<file path="src/gls_pkg.sv">
// gls_pkg: shared types and constants for the gated line smoother
// holds beat structs, configuration indexes and the sequencer state type
// no dependencies
package gls_pkg;

	localparam int COORD_W = 14;
	localparam int XY_W    = 16;
	localparam int ICPT_W  = 20;
	localparam int CFG_W   = 15;
	localparam int CFG_IDX_W = 2;

	localparam logic [CFG_IDX_W-1:0] CFG_SLOPE_GATE     = 2'd0;
	localparam logic [CFG_IDX_W-1:0] CFG_SLOPE_KEEP     = 2'd1;
	localparam logic [CFG_IDX_W-1:0] CFG_INTERCEPT_KEEP = 2'd2;
	localparam logic [CFG_IDX_W-1:0] CFG_IMAGE_HEIGHT   = 2'd3;

	typedef struct packed {
		logic               restart;
		logic [COORD_W-1:0] seg_start_x;
		logic [COORD_W-1:0] seg_start_y;
		logic [COORD_W-1:0] seg_end_x;
		logic [COORD_W-1:0] seg_end_y;
	} seg_t;

	typedef struct packed {
		logic signed [XY_W-1:0]   line_start_x;
		logic signed [XY_W-1:0]   line_end_x;
		logic signed [XY_W-1:0]   line_end_y;
		logic signed [XY_W-1:0]   smoothed_slope;
		logic signed [ICPT_W-1:0] smoothed_intercept;
		logic                     tracked;
		logic                     div_fault;
	} line_t;

	typedef enum logic [3:0] {
		ST_IDLE,
		ST_M_GO,
		ST_M_WAIT,
		ST_B_MUL,
		ST_B_SUM,
		ST_GATE,
		ST_BL_S,
		ST_BL_I,
		ST_A_GO,
		ST_A_WAIT,
		ST_E_MUL,
		ST_E_SUM,
		ST_S_GO,
		ST_S_WAIT,
		ST_DONE
	} state_t;

endpackage

</file>
<file path="src/gls_div.sv">
// gls_div: bit-serial restoring divider, one quotient bit per cycle
// sign-magnitude operands, quotient truncated toward zero, saturated to 16 bits
// depends on gls_pkg
module gls_div import gls_pkg::*; #(
	parameter int NUM_W = 28
) (
	input  logic                   clk,
	input  logic                   arst_n,
	input  logic                   start,
	input  logic                   num_neg,
	input  logic [NUM_W-1:0]       num_mag,
	input  logic                   den_neg,
	input  logic [XY_W-1:0]        den_mag,
	output logic                   done,
	output logic signed [XY_W-1:0] quo,
	output logic                   fault
);

	localparam int CNT_W = $clog2(NUM_W + 1);

	logic [CNT_W-1:0] cnt_q;
	logic             run_q;
	logic             done_q;
	logic [XY_W-1:0]  rem_q;
	logic [NUM_W-1:0] nq_q;
	logic [XY_W-1:0]  den_q;
	logic             neg_q;
	logic             zero_q;
	logic             numneg_q;

	logic [XY_W:0] rem_sh;
	logic [XY_W:0] rem_nx;
	logic          ge;

	always_comb begin
		rem_sh = {rem_q, nq_q[NUM_W-1]};
		ge     = rem_sh >= {1'b0, den_q};
		rem_nx = ge ? rem_sh - {1'b0, den_q} : rem_sh;
	end

	always_ff @(posedge clk or negedge arst_n) begin
		if (!arst_n) begin
			cnt_q  <= '0;
			run_q  <= 1'b0;
			done_q <= 1'b0;
		end else if (start) begin
			cnt_q  <= CNT_W'(NUM_W);
			run_q  <= 1'b1;
			done_q <= 1'b0;
		end else if (run_q) begin
			cnt_q <= cnt_q - 1'b1;
			if (cnt_q == CNT_W'(1)) begin
				run_q  <= 1'b0;
				done_q <= 1'b1;
			end
		end else begin
			done_q <= 1'b0;
		end
	end

	always_ff @(posedge clk) begin
		if (start) begin
			rem_q    <= '0;
			nq_q     <= num_mag;
			den_q    <= den_mag;
			neg_q    <= num_neg ^ den_neg;
			zero_q   <= den_mag == '0;
			numneg_q <= num_neg;
		end else if (run_q) begin
			rem_q <= rem_nx[XY_W-1:0];
			nq_q  <= {nq_q[NUM_W-2:0], ge};
		end
	end

	always_comb begin
		fault = 1'b0;
		if (zero_q) begin
			fault = 1'b1;
			quo   = numneg_q ? 16'sh8000 : 16'sh7fff;
		end else if (neg_q) begin
			if (nq_q > NUM_W'(32768)) begin
				fault = 1'b1;
				quo   = 16'sh8000;
			end else begin
				quo = $signed(~nq_q[XY_W-1:0] + 16'd1);
			end
		end else begin
			if (nq_q > NUM_W'(32767)) begin
				fault = 1'b1;
				quo   = 16'sh7fff;
			end else begin
				quo = $signed(nq_q[XY_W-1:0]);
			end
		end
	end

	assign done = done_q;

	a_done_after_run: assert property (@(posedge clk) disable iff (!arst_n)
		$rose(done_q) |-> $past(run_q))
		else $error("divider done without a run");
	a_cnt_idle: assert property (@(posedge clk) disable iff (!arst_n)
		!run_q |-> cnt_q == '0)
		else $error("divider count left over");
	a_no_restart_busy: assert property (@(posedge clk) disable iff (!arst_n)
		done_q |-> !run_q)
		else $error("divider done while running");

endmodule

</file>
<file path="src/gated_line_smoother.sv">
// gated_line_smoother: top level, segment slope/intercept, gated smoothing, anchor
// sequencer around one shared bit-serial divider and combinational multiplies
// depends on gls_pkg and gls_div
//
//  channel | signals                                   | direction
//  seg     | seg_valid, seg_ready, seg (seg_t)         | in
//  line    | line_valid, line_ready, line (line_t)     | out
//  cfg     | cfg_valid, cfg_ready, cfg_index, cfg_data | in
//
// one segment at a time; each segment runs three divisions on the serial divider when blended
// or on restart, and two when the gate fails
// a new segment is taken while the previous result waits in the output register
// a stalled output holds the finished result until line_ready
// reset is asynchronous; configuration is always accepted
module gated_line_smoother import gls_pkg::*; #(
	parameter int SLOPE_FRAC_BITS = 8
) (
	input  logic                 clk,
	input  logic                 arst_n,
	input  logic                 seg_valid,
	output logic                 seg_ready,
	input  seg_t                 seg,
	output logic                 line_valid,
	input  logic                 line_ready,
	output line_t                line,
	input  logic                 cfg_valid,
	output logic                 cfg_ready,
	input  logic [CFG_IDX_W-1:0] cfg_index,
	input  logic [CFG_W-1:0]     cfg_data
);

	localparam int F     = SLOPE_FRAC_BITS;
	localparam int NUM_W = 20 + F;
	localparam logic signed [31:0] HALF = 32'sd1 <<< (F - 1);

	state_t state_q, state_d;

	logic [14:0] gate_q;
	logic [8:0]  skeep_q, ikeep_q;
	logic [10:0] height_q;

	logic signed [XY_W-1:0]   slope_q, anchor_x_q, m_q, endy_q, startx_q;
	logic signed [ICPT_W-1:0] icpt_q, b_q;
	logic [10:0]              row_q;
	seg_t                     seg_q;
	logic signed [31:0]       prod_q;
	logic                     tracked_q, fault_q;
	line_t                    line_q;
	logic                     line_valid_q;

	logic                   div_start, div_done, div_fault;
	logic                   div_num_neg, div_den_neg;
	logic [NUM_W-1:0]       div_num_mag;
	logic [XY_W-1:0]        div_den_mag;
	logic signed [XY_W-1:0] div_quo;

	logic signed [20:0] nv;
	logic [19:0]        nmag;
	logic signed [XY_W-1:0] dv;
	logic out_load;

	assign cfg_ready  = 1'b1;
	assign seg_ready  = state_q == ST_IDLE;
	assign line_valid = line_valid_q;
	assign line       = line_q;
	assign out_load   = state_q == ST_DONE && (!line_valid_q || line_ready);

	always_ff @(posedge clk or negedge arst_n) begin
		if (!arst_n) begin
			gate_q   <= 15'd77;
			skeep_q  <= 9'd166;
			ikeep_q  <= 9'd166;
			height_q <= 11'd128;
		end else if (cfg_valid) begin
			unique case (cfg_index)
				CFG_SLOPE_GATE:     gate_q   <= cfg_data;
				CFG_SLOPE_KEEP:     skeep_q  <= cfg_data[8:0];
				CFG_INTERCEPT_KEEP: ikeep_q  <= cfg_data[8:0];
				CFG_IMAGE_HEIGHT:   height_q <= cfg_data[10:0];
				default: ;
			endcase
		end
	end

	// divider operand select
	always_comb begin
		div_start = 1'b0;
		nv = '0;
		dv = slope_q;
		unique case (state_q)
			ST_M_GO: begin
				div_start = 1'b1;
				nv = 21'(signed'({1'b0, seg_q.seg_end_y}))
					- 21'(signed'({1'b0, seg_q.seg_start_y}));
				dv = 16'(signed'({1'b0, seg_q.seg_end_x}))
					- 16'(signed'({1'b0, seg_q.seg_start_x}));
			end
			ST_A_GO: begin
				div_start = 1'b1;
				nv = $signed({6'b0, row_q, 4'b0}) - 21'(icpt_q);
			end
			ST_S_GO: begin
				div_start = 1'b1;
				nv = 21'sd0 - 21'(icpt_q);
			end
			default: ;
		endcase
		div_num_neg = nv[20];
		nmag        = nv[20] ? 20'(-nv) : nv[19:0];
		div_num_mag = NUM_W'(nmag) << F;
		div_den_neg = dv[XY_W-1];
		div_den_mag = dv[XY_W-1] ? 16'(-dv) : 16'(dv);
	end

	gls_div #(.NUM_W(NUM_W)) u_div (
		.clk     (clk),
		.arst_n  (arst_n),
		.start   (div_start),
		.num_neg (div_num_neg),
		.num_mag (div_num_mag),
		.den_neg (div_den_neg),
		.den_mag (div_den_mag),
		.done    (div_done),
		.quo     (div_quo),
		.fault   (div_fault)
	);

	// datapath helpers
	logic signed [31:0] b_full, e_full, bl_s, bl_i;
	logic signed [16:0] mdiff;
	logic [16:0]        mabs;
	logic [8:0]         sk, ik;
	logic signed [16:0] sdel;
	logic signed [20:0] idel;

	always_comb begin
		b_full = 32'(signed'({1'b0, seg_q.seg_start_y})) - ((prod_q + HALF) >>> F);
		e_full = ((prod_q + HALF) >>> F) + 32'(icpt_q);
		mdiff  = 17'(m_q) - 17'(slope_q);
		mabs   = mdiff[16] ? 17'(-mdiff) : 17'(mdiff);
		sk     = skeep_q > 9'd256 ? 9'd256 : skeep_q;
		ik     = ikeep_q > 9'd256 ? 9'd256 : ikeep_q;
		sdel   = 17'(slope_q) - 17'(m_q);
		idel   = 21'(icpt_q) - 21'(b_q);
		bl_s   = ((32'(m_q) <<< 8) + 32'(signed'({1'b0, sk})) * 32'(sdel) + 32'sd128) >>> 8;
		bl_i   = ((32'(b_q) <<< 8) + 32'(signed'({1'b0, ik})) * 32'(idel) + 32'sd128) >>> 8;
	end

	always_ff @(posedge clk or negedge arst_n) begin
		if (!arst_n) begin
			state_q      <= ST_IDLE;
			line_valid_q <= 1'b0;
			slope_q      <= '0;
			icpt_q       <= '0;
			anchor_x_q   <= '0;
			row_q        <= 11'd225;
		end else begin
			state_q <= state_d;
			if (out_load) begin
				line_valid_q <= 1'b1;
			end else if (line_ready) begin
				line_valid_q <= 1'b0;
			end
			if (state_q == ST_GATE && seg_q.restart) begin
				slope_q <= m_q;
				icpt_q  <= b_q;
				row_q   <= height_q;
			end
			if (state_q == ST_BL_S) begin
				slope_q <= bl_s[XY_W-1:0];
			end
			if (state_q == ST_BL_I) begin
				icpt_q <= bl_i[ICPT_W-1:0];
			end
			if (state_q == ST_A_WAIT && div_done) begin
				anchor_x_q <= div_quo;
			end
		end
	end

	always_ff @(posedge clk) begin
		unique case (state_q)
			ST_IDLE: begin
				if (seg_valid) begin
					seg_q     <= seg;
					fault_q   <= 1'b0;
					tracked_q <= 1'b0;
				end
			end
			ST_M_WAIT: begin
				if (div_done) begin
					m_q     <= div_quo;
					fault_q <= fault_q | div_fault;
				end
			end
			ST_B_MUL: prod_q <= 32'(m_q) * 32'(signed'({1'b0, seg_q.seg_start_x}));
			ST_B_SUM: begin
				if (b_full > 32'sd524287) begin
					b_q <= 20'sh7ffff;
					fault_q <= 1'b1;
				end else if (b_full < -32'sd524288) begin
					b_q <= 20'sh80000;
					fault_q <= 1'b1;
				end else begin
					b_q <= b_full[ICPT_W-1:0];
				end
			end
			ST_GATE: begin
				if (!seg_q.restart && mabs < {2'b0, gate_q}) begin
					tracked_q <= 1'b1;
				end
			end
			ST_A_WAIT: begin
				if (div_done) begin
					fault_q <= fault_q | div_fault;
					endy_q  <= $signed({1'b0, row_q, 4'b0});
				end
			end
			ST_E_MUL: prod_q <= 32'(slope_q) * 32'(anchor_x_q);
			ST_E_SUM: begin
				if (e_full > 32'sd32767) begin
					endy_q  <= 16'sh7fff;
					fault_q <= 1'b1;
				end else if (e_full < -32'sd32768) begin
					endy_q  <= 16'sh8000;
					fault_q <= 1'b1;
				end else begin
					endy_q <= e_full[XY_W-1:0];
				end
			end
			ST_S_WAIT: begin
				if (div_done) begin
					startx_q <= div_quo;
					fault_q  <= fault_q | div_fault;
				end
			end
			default: ;
		endcase
		if (out_load) begin
			line_q.line_start_x       <= startx_q;
			line_q.line_end_x         <= anchor_x_q;
			line_q.line_end_y         <= endy_q;
			line_q.smoothed_slope     <= slope_q;
			line_q.smoothed_intercept <= icpt_q;
			line_q.tracked            <= tracked_q;
			line_q.div_fault          <= fault_q;
		end
	end

	always_comb begin
		state_d = state_q;
		unique case (state_q)
			ST_IDLE:   if (seg_valid) state_d = ST_M_GO;
			ST_M_GO:   state_d = ST_M_WAIT;
			ST_M_WAIT: if (div_done) state_d = ST_B_MUL;
			ST_B_MUL:  state_d = ST_B_SUM;
			ST_B_SUM:  state_d = ST_GATE;
			ST_GATE: begin
				if (seg_q.restart) begin
					state_d = ST_A_GO;
				end else if (mabs < {2'b0, gate_q}) begin
					state_d = ST_BL_S;
				end else begin
					state_d = ST_E_MUL;
				end
			end
			ST_BL_S:   state_d = ST_BL_I;
			ST_BL_I:   state_d = ST_A_GO;
			ST_A_GO:   state_d = ST_A_WAIT;
			ST_A_WAIT: if (div_done) state_d = seg_q.restart ? ST_S_GO : ST_E_MUL;
			ST_E_MUL:  state_d = ST_E_SUM;
			ST_E_SUM:  state_d = ST_S_GO;
			ST_S_GO:   state_d = ST_S_WAIT;
			ST_S_WAIT: if (div_done) state_d = ST_DONE;
			ST_DONE:   if (!line_valid_q || line_ready) state_d = ST_IDLE;
			default:   state_d = ST_IDLE;
		endcase
	end

	a_done_in_wait: assert property (@(posedge clk) disable iff (!arst_n)
		div_done |-> (state_q == ST_M_WAIT || state_q == ST_A_WAIT || state_q == ST_S_WAIT))
		else $error("divider result outside a wait state");
	a_restart_untracked: assert property (@(posedge clk) disable iff (!arst_n)
		(state_q == ST_DONE && seg_q.restart) |-> !tracked_q)
		else $error("restart marked as tracked");
	a_valid_from_done: assert property (@(posedge clk) disable iff (!arst_n)
		$rose(line_valid_q) |-> $past(state_q == ST_DONE))
		else $error("result raised outside done");

endmodule

</file>
<file path="config.mk">
export PLATFORM = sky130hd
export DESIGN_NAME = gated_line_smoother
export DESIGN_NICKNAME = d
export VERILOG_FILES = /design/src/gls_pkg.sv /design/src/gls_div.sv /design/src/gated_line_smoother.sv
export SDC_FILE = /design/constraint.sdc
export NUM_CORES = 2
export LEC_CHECK = 0
export ABC_AREA = 1
export BUFFER_PORTS_ARGS = -buffer_cell sky130_fd_sc_hd__buf_4
export CORE_MARGIN = 2
export CORE_UTILIZATION = 52
export CTS_CLUSTER_SIZE = 12
export DETAILED_ROUTE_END_ITERATION = 8
export GPL_TIMING_DRIVEN = 0
export PLACE_DENSITY = 0.68
export SYNTH_ARGS = -nofsm -noshare
export SYNTH_HDL_FRONTEND = slang
export SYNTH_SLANG_ARGS = --single-unit
</file>
<file path="constraint.sdc">
create_clock -name clk -period 11.9 [get_ports clk]
set_clock_uncertainty 0.2 [all_clocks]
set_input_delay 2.38 -clock clk [delete_from_list [all_inputs] [get_ports clk]]
set_output_delay 2.38 -clock clk [all_outputs]
set_load 0.03 [all_outputs]
</file>
=== Word-level counts from Yosys, hierarchy flattened ===
Index checks and enable logic that the tools add are counted.

* Bits of input ports: 79
* Word-level logic and storage cells: 193
* Output and inout bits: 89
* Bits in registers: 427

* Multiplexer cells: 58
* Add/subtract/negate cells: 20
* $lt $le $gt $ge: 10
* Multiply operators: 4
* Bitwise gates (word level): 3
* Eq/ne operators: 28
* Reductions and logical operators: 31

{| class="wikitable"
|+ Operators by type and width
! operator !! number
|-
| $mux 16 || 13
|-
| $mux 20 || 4
|-
| $pmux 32 s2 || 1
|-
| $pmux 21 s3 || 1
|-
| $pmux 4 s15 || 1
|-
| $mux 28 || 2
|-
| $sub 16x16->17 || 2
|-
| $add 32x9->32 const B || 1
|-
| $mul 16x16->32 || 1
|-
| $pmux 16 s2 || 1
|-
| $mul 16x15->31 || 1
|-
| $sub 14x14->15 || 2
|-
| $add 28x28->28 || 1
|-
| $add 28x9->28 const B || 1
|-
| $eq 4x4->1 const B || 7
|-
| $gt 28x15->1 const B || 1
|-
| $gt 28x16->1 const B || 1
|-
| $mul 10x21->28 || 1
|-
| $mux 4 || 7
|-
| $add 24x20->25 || 1
|-
| $gt 25x16->1 const B || 1
|-
| $gt 25x20->1 const B || 1
|-
| $lt 25x16->1 const B || 1
|-
| $lt 25x20->1 const B || 1
|-
| other kinds (47) || 100
|}

=== Depth between registers and ports, before layout ===
* Depth after elaboration: 7
* Mapped depth: 40
* Gate-level depth less buffers: 39

=== Cells and area by module ===
A second synthesis with hierarchy kept.

* Cells, all modules: 7,496
* Area total of the unflattened synthesis: 58,642.5 um2

{| class="wikitable"
|+ By module, submodules not included
! module !! area an instance (um2) !! seq. area each (um2) !! cells each !! times used
|-
| gated_line_smoother || 53,731.5 || 9,970.8 || 6,830 || 1
|-
| gls_div || 4,911.0 || 1,906.8 || 666 || 1
|}

=== Least setup slack after synthesis ===
OpenSTA, ideal clock, no wires.

* Kind: reg-to-reg
* Start: register icpt_q[0]
* End: register icpt_q[18]
* Setup time: 0.117 ns
* Data arrival time: 6.420 ns
* Data required time: 11.583 ns
* Stages on the path, launching flop included: 38
* Clock period less this slack: 6.736 ns
* Path slack: 5.164 ns
* Path buffers: 1
* Cells stage by stage: dfrtp_1 inv_1 ha_1 inv_1 fa_1 nand2_1 nand2_1 o21ai_1 o21ai_0 nand2_1 nand2_1 a21oi_1 o21ai_1 nand2_1 nand2_1 a21oi_1 or2_2 buf_2 (+2 left out) inv_1 fa_1 fa_1 fa_1 inv_1 fa_1 inv_1 ha_1 a21oi_1 inv_1 a21oi_1 inv_1 a221oi_1 nand2_1 nand2_1 nand3_1 nand2_1 nand2_1

* Cells in the longest elaborated chain, start to end: 5

{| class="wikitable"
|+ RTL lines
! what !! RTL line !! RTL
|-
| start, declared || gated_line_smoother.sv:43 || <nowiki>logic signed [ICPT_W-1:0] icpt_q, b_q;</nowiki>
|-
| start signal, assigned || gated_line_smoother.sv:166 || <nowiki>icpt_q <= b_q;</nowiki>
|-
| start signal, assigned || gated_line_smoother.sv:173 || <nowiki>icpt_q <= bl_i[ICPT_W-1:0];</nowiki>
|-
| $sub 20x20->21 || gated_line_smoother.sv:144 || <nowiki>idel = 21'(icpt_q) - 21'(b_q);</nowiki>
|-
| $mul 10x21->28 || gated_line_smoother.sv:146 || <nowiki>bl_i = ((32'(b_q) <<< 8) + 32'(signed'({1'b0, ik})) * 32'(idel) + 32'sd128) >>> 8;</nowiki>
|-
| $add 28x28->28 || gated_line_smoother.sv:146 ||
|-
| $add 28x9->28 || gated_line_smoother.sv:146 ||
|-
| $mux 20 || gated_line_smoother.sv:172 || <nowiki>if (state_q == ST_BL_I) begin</nowiki>
|}

Every way passes these cells.
A chain may end at the register's enable or synchronous reset.

=== Worst setup path in the final report ===
* Start: register slope_q[5]
* End: register slope_q[15]

* Cells in the longest elaborated chain, start to end: 5

{| class="wikitable"
|+ RTL lines
! what !! RTL line !! RTL
|-
| start, declared || gated_line_smoother.sv:42 || <nowiki>logic signed [XY_W-1:0] slope_q, anchor_x_q, m_q, endy_q, startx_q;</nowiki>
|-
| start signal, assigned || gated_line_smoother.sv:165 || <nowiki>slope_q <= m_q;</nowiki>
|-
| start signal, assigned || gated_line_smoother.sv:170 || <nowiki>slope_q <= bl_s[XY_W-1:0];</nowiki>
|-
| $sub 16x16->17 || gated_line_smoother.sv:143 || <nowiki>sdel = 17'(slope_q) - 17'(m_q);</nowiki>
|-
| $mul 10x17->24 || gated_line_smoother.sv:145 || <nowiki>bl_s = ((32'(m_q) <<< 8) + 32'(signed'({1'b0, sk})) * 32'(sdel) + 32'sd128) >>> 8;</nowiki>
|-
| $add 24x24->24 || gated_line_smoother.sv:145 ||
|-
| $add 24x9->24 || gated_line_smoother.sv:145 ||
|-
| $mux 16 || gated_line_smoother.sv:169 || <nowiki>if (state_q == ST_BL_S) begin</nowiki>
|}

Every way passes these cells.

==> reports/results.tsv <==
metric	value	unit
hold_path.class	reg2reg	
startpoint_type	register	
min_period	9.21	ns
final_critical_path_setup_slack	2.69	ns
cts_buffers	53	
outcome	complete, no violations	
cpPeakStageDelay	0.82	ns
final_design_area_no_fill	62500	um^2
routed_wl	185000	um
starting_utilization_of_the_core_area	52.6	%
wl_per_cell	20.4	um
placed_cell_area	60700	um^2
cts_max_level	2	
yosys.area_share.simple	19.6	%
tightestPinTransition	1.17	ns
design.die.area	113000	um^2
gp_congestion	1.02	
clkLatencyLatePin	0.68	ns
post_synthesis_net_count	8595	
die-height	336	um
setup.worst_path.end	slope_q[15]	
master_cell_of_the_clock_root_buffer	sky130_fd_sc_hd__clkbuf_16	
setup_viol_count_final	0	
final_layout_size_suffix_gt1_share	4.88	%
dominantRegCellSynth	sky130_fd_sc_hd__edfxtp_1	
synthXorXnorAreaFrac	2.93	%
maxCapViolations	0	
synth.yosys.seq_area_share	20.6	%
initial_antenna_violation_count	10	
synth_seq_cells	420	
die_w	336	um
cts-hold-fix-buffers	0	
wire_length_of_the_first_global_routing_pass	286000	um
yosysUniqueCellTypes	61	
hpwlAfterDp	157000	um
cts_num_sinks	420	
timing.slew.headroom	21.4	%
first_global_vias	48800	
synth.area.mux_share	0	%
worst_r2r_startpoint	slope_q[5]	
final_hold_vios	0	
clockBufferDepth	3	
post-synth-top-count-cell	sky130_fd_sc_hd__nand2_1	
post_synth_fa_ha_maj_area_fraction	36.6	%
totalNegativeSetupSlack	0	ns
dominant_combinational_cell_family_by_area_after_synthesis	adder cells	
cts_tree	yes	
synth_edf_count	277	
synth.cell_area	57400	um^2
synthToLayoutAreaGrowth	8.96	%
drc	0	
std_cell_rows	121	
cpMaxStageDelayCell	sky130_fd_sc_hd__clkbuf_1	
top_level_ports	168	
maximum_number_of_pins_on_one_net_before_global_route_repair	76	
post_synth_main_area_contributors	sky130_fd_sc_hd__fa_1 27%, sky130_fd_sc_hd__edfxtp_1 14%, sky130_fd_sc_hd__nand2_1 12%	
cts.reportedPaths.clkPinSlew	0.06	ns
core	109000	um^2
yosysTopAreaCell	sky130_fd_sc_hd__fa_1	
grtUsageTotal	33.6	%
crit_start	slope_q[5]	
synth_top_cells_by_count	1824 x sky130_fd_sc_hd__nand2_1, 1689 x sky130_fd_sc_hd__inv_1, 782 x sky130_fd_sc_hd__fa_1, 487 x sky130_fd_sc_hd__nor2_1, 430 x sky130_fd_sc_hd__ha_1	
final_global_route_overflow_total	0	
r2r_slack	2.69	ns
worst_r2r_endpoint	slope_q[15]	
postSynthAreaPerCell	7.86	um^2
ffs_w_async_s_r_synth	28.3	%
drt.antenna.violating_nets	0	
fin_crit_share	77.4	%
buffer_ports.inserted	166	
detailedPlace.worstSlack	2.98	ns
critical_path.endpoint_type	register	
post_synthesis_compound_gate_area_fraction	7.78	%
critical_path.max_fanout	8	
worst-endpoint-required	12.22	ns
vias_per_cell	5.40	
final_cells	9057	
synthesis.instances	7304	
worstPathArrival	9.52	ns
final_nets	8826	
slew_viol_final	0	
peak_clock_frequency_supported_by_timing	109	MHz
timing.setup.critical_path_class	reg2reg	
synth_warnings	0	
drt_first_pass_iters	6	
cts.repair_timing.setup_buffer_count	0	
dr.first_iter.drc_count	4682	
post_cts.resized_instances	0	
yosysTopAreaCellShare	27.3	%
num_vias	48900	
dp.cells	8956	
reg2reg_depth	29	
rsz_0062_raised_after_global_routing	no	
[registers in the layout, indices dropped and copies added (netlist names), 4 cells and up]
register	flops
state_q	4
u_div.rem_q	16
u_div.nq_q	28
icpt_q	20
endy_q	16
row_q	11
startx_q	16
b_q	20
ikeep_q	9
line	86
gate_q	15
m_q	16
height_q	11
prod_q	25
anchor_x_q	16
slope_q	16
u_div.den_q	16
seg_q	57
u_div.cnt_q	5
skeep_q	9
[worst min path at each step]
stage / from / endpoint / slack [ns] / cells after the start
3_3_place_gp: startx_q[0] / line[70] / 0.20 / 0
6_report: startx_q[2] / line[72] / 0.18 / 0
3_5_place_dp: startx_q[3] / line[73] / 0.21 / 0
4_1_cts: startx_q[15] / line[85] / 0.18 / 0
5_1_grt: startx_q[15] / line[85] / 0.18 / 0
2_1_floorplan: tracked_q / line[1] / 0.20 / 0
[routing by layer]
layer  track usage (%)  up-vias  share of wire, %
met5                 0        -             0.038
met4              16.4       12               5.9
met3              6.21      378               8.3
met2              52.8     1839                45
met1              44.9    23800                41
li1                  -    22800                 -
[layout make-up]
type	count	area, um^2
fill	10200	46600
clock inverter	36	412
inverter	1698	6370
antenna	2	5.00
buffer	199	805
clock buffer	63	1420
timing repair buffer	176	1430
tap	1476	1850
multi-input combinational	4987	38500
sequential	420	11800
[metrics by stage]
| step | hold slack (ns) | utilization (%) |
|---|---|---|
| floorplan | 0.200 | - |
| global placement | 0.201 | 55.4 |
| detailed placement | 0.206 | 55.6 |
| CTS | 0.176 | 57.3 |
| global route | 0.180 | 57.3 |
| finish | 0.182 | 57.3 |
[layout by cell type (no fill, tap or decap), types with 12 or more instances in the layout]
cell type	count
sky130_fd_sc_hd__dfxtp_1	24
sky130_fd_sc_hd__ha_1	430
sky130_fd_sc_hd__a21o_1	20
sky130_fd_sc_hd__xor2_1	121
sky130_fd_sc_hd__dfstp_2	17
sky130_fd_sc_hd__o21a_1	15
sky130_fd_sc_hd__nor3_1	51
sky130_fd_sc_hd__or2_2	15
sky130_fd_sc_hd__dfrtp_1	102
sky130_fd_sc_hd__nand2_1	1824
sky130_fd_sc_hd__edfxtp_1	277
sky130_fd_sc_hd__fa_1	782
sky130_fd_sc_hd__o221ai_1	12
sky130_fd_sc_hd__clkbuf_16	54
sky130_fd_sc_hd__xnor2_1	68
sky130_fd_sc_hd__a21oi_1	319
sky130_fd_sc_hd__o22ai_1	20
sky130_fd_sc_hd__clkbuf_1	173
sky130_fd_sc_hd__nand3_1	264
sky130_fd_sc_hd__nor2_1	484
sky130_fd_sc_hd__o21bai_1	22
sky130_fd_sc_hd__o21ai_1	12
sky130_fd_sc_hd__nand3b_1	15
sky130_fd_sc_hd__inv_1	1689
sky130_fd_sc_hd__buf_2	20
sky130_fd_sc_hd__a31oi_1	17
sky130_fd_sc_hd__o21ai_0	320
sky130_fd_sc_hd__nor4_1	14
sky130_fd_sc_hd__nand4_1	66
sky130_fd_sc_hd__buf_4	169
[kinds of logic (layout without fill, tap and decap cells)]
| logic type | Yosys count | after routing |
|---|---|---|
| AO/OA/AOI/OAI | 812 | 812 |
| XOR/XNOR | 190 | 190 |
| adder cells (fa/ha/maj) | 1212 | 1212 |
| buffers and inverters | 1897 | 2172 |
| flip-flops | 420 | 420 |
| other | 1 | 3 |
| AND/OR/NAND/NOR | 2772 | 2772 |
[critical path: cells and delay by family, from the launching register on]
family,cells,cell delay [ns]
fa+ha+maj,7,3.33
buf+inv,6,1.77
compound gates,6,1.30
simple gates,9,1.26
xor+xnor,1,0.73
flops,1,0.49
Power is not shown: default switching activity piles up to over one toggle a cycle in this logic, so the estimate is an artifact.
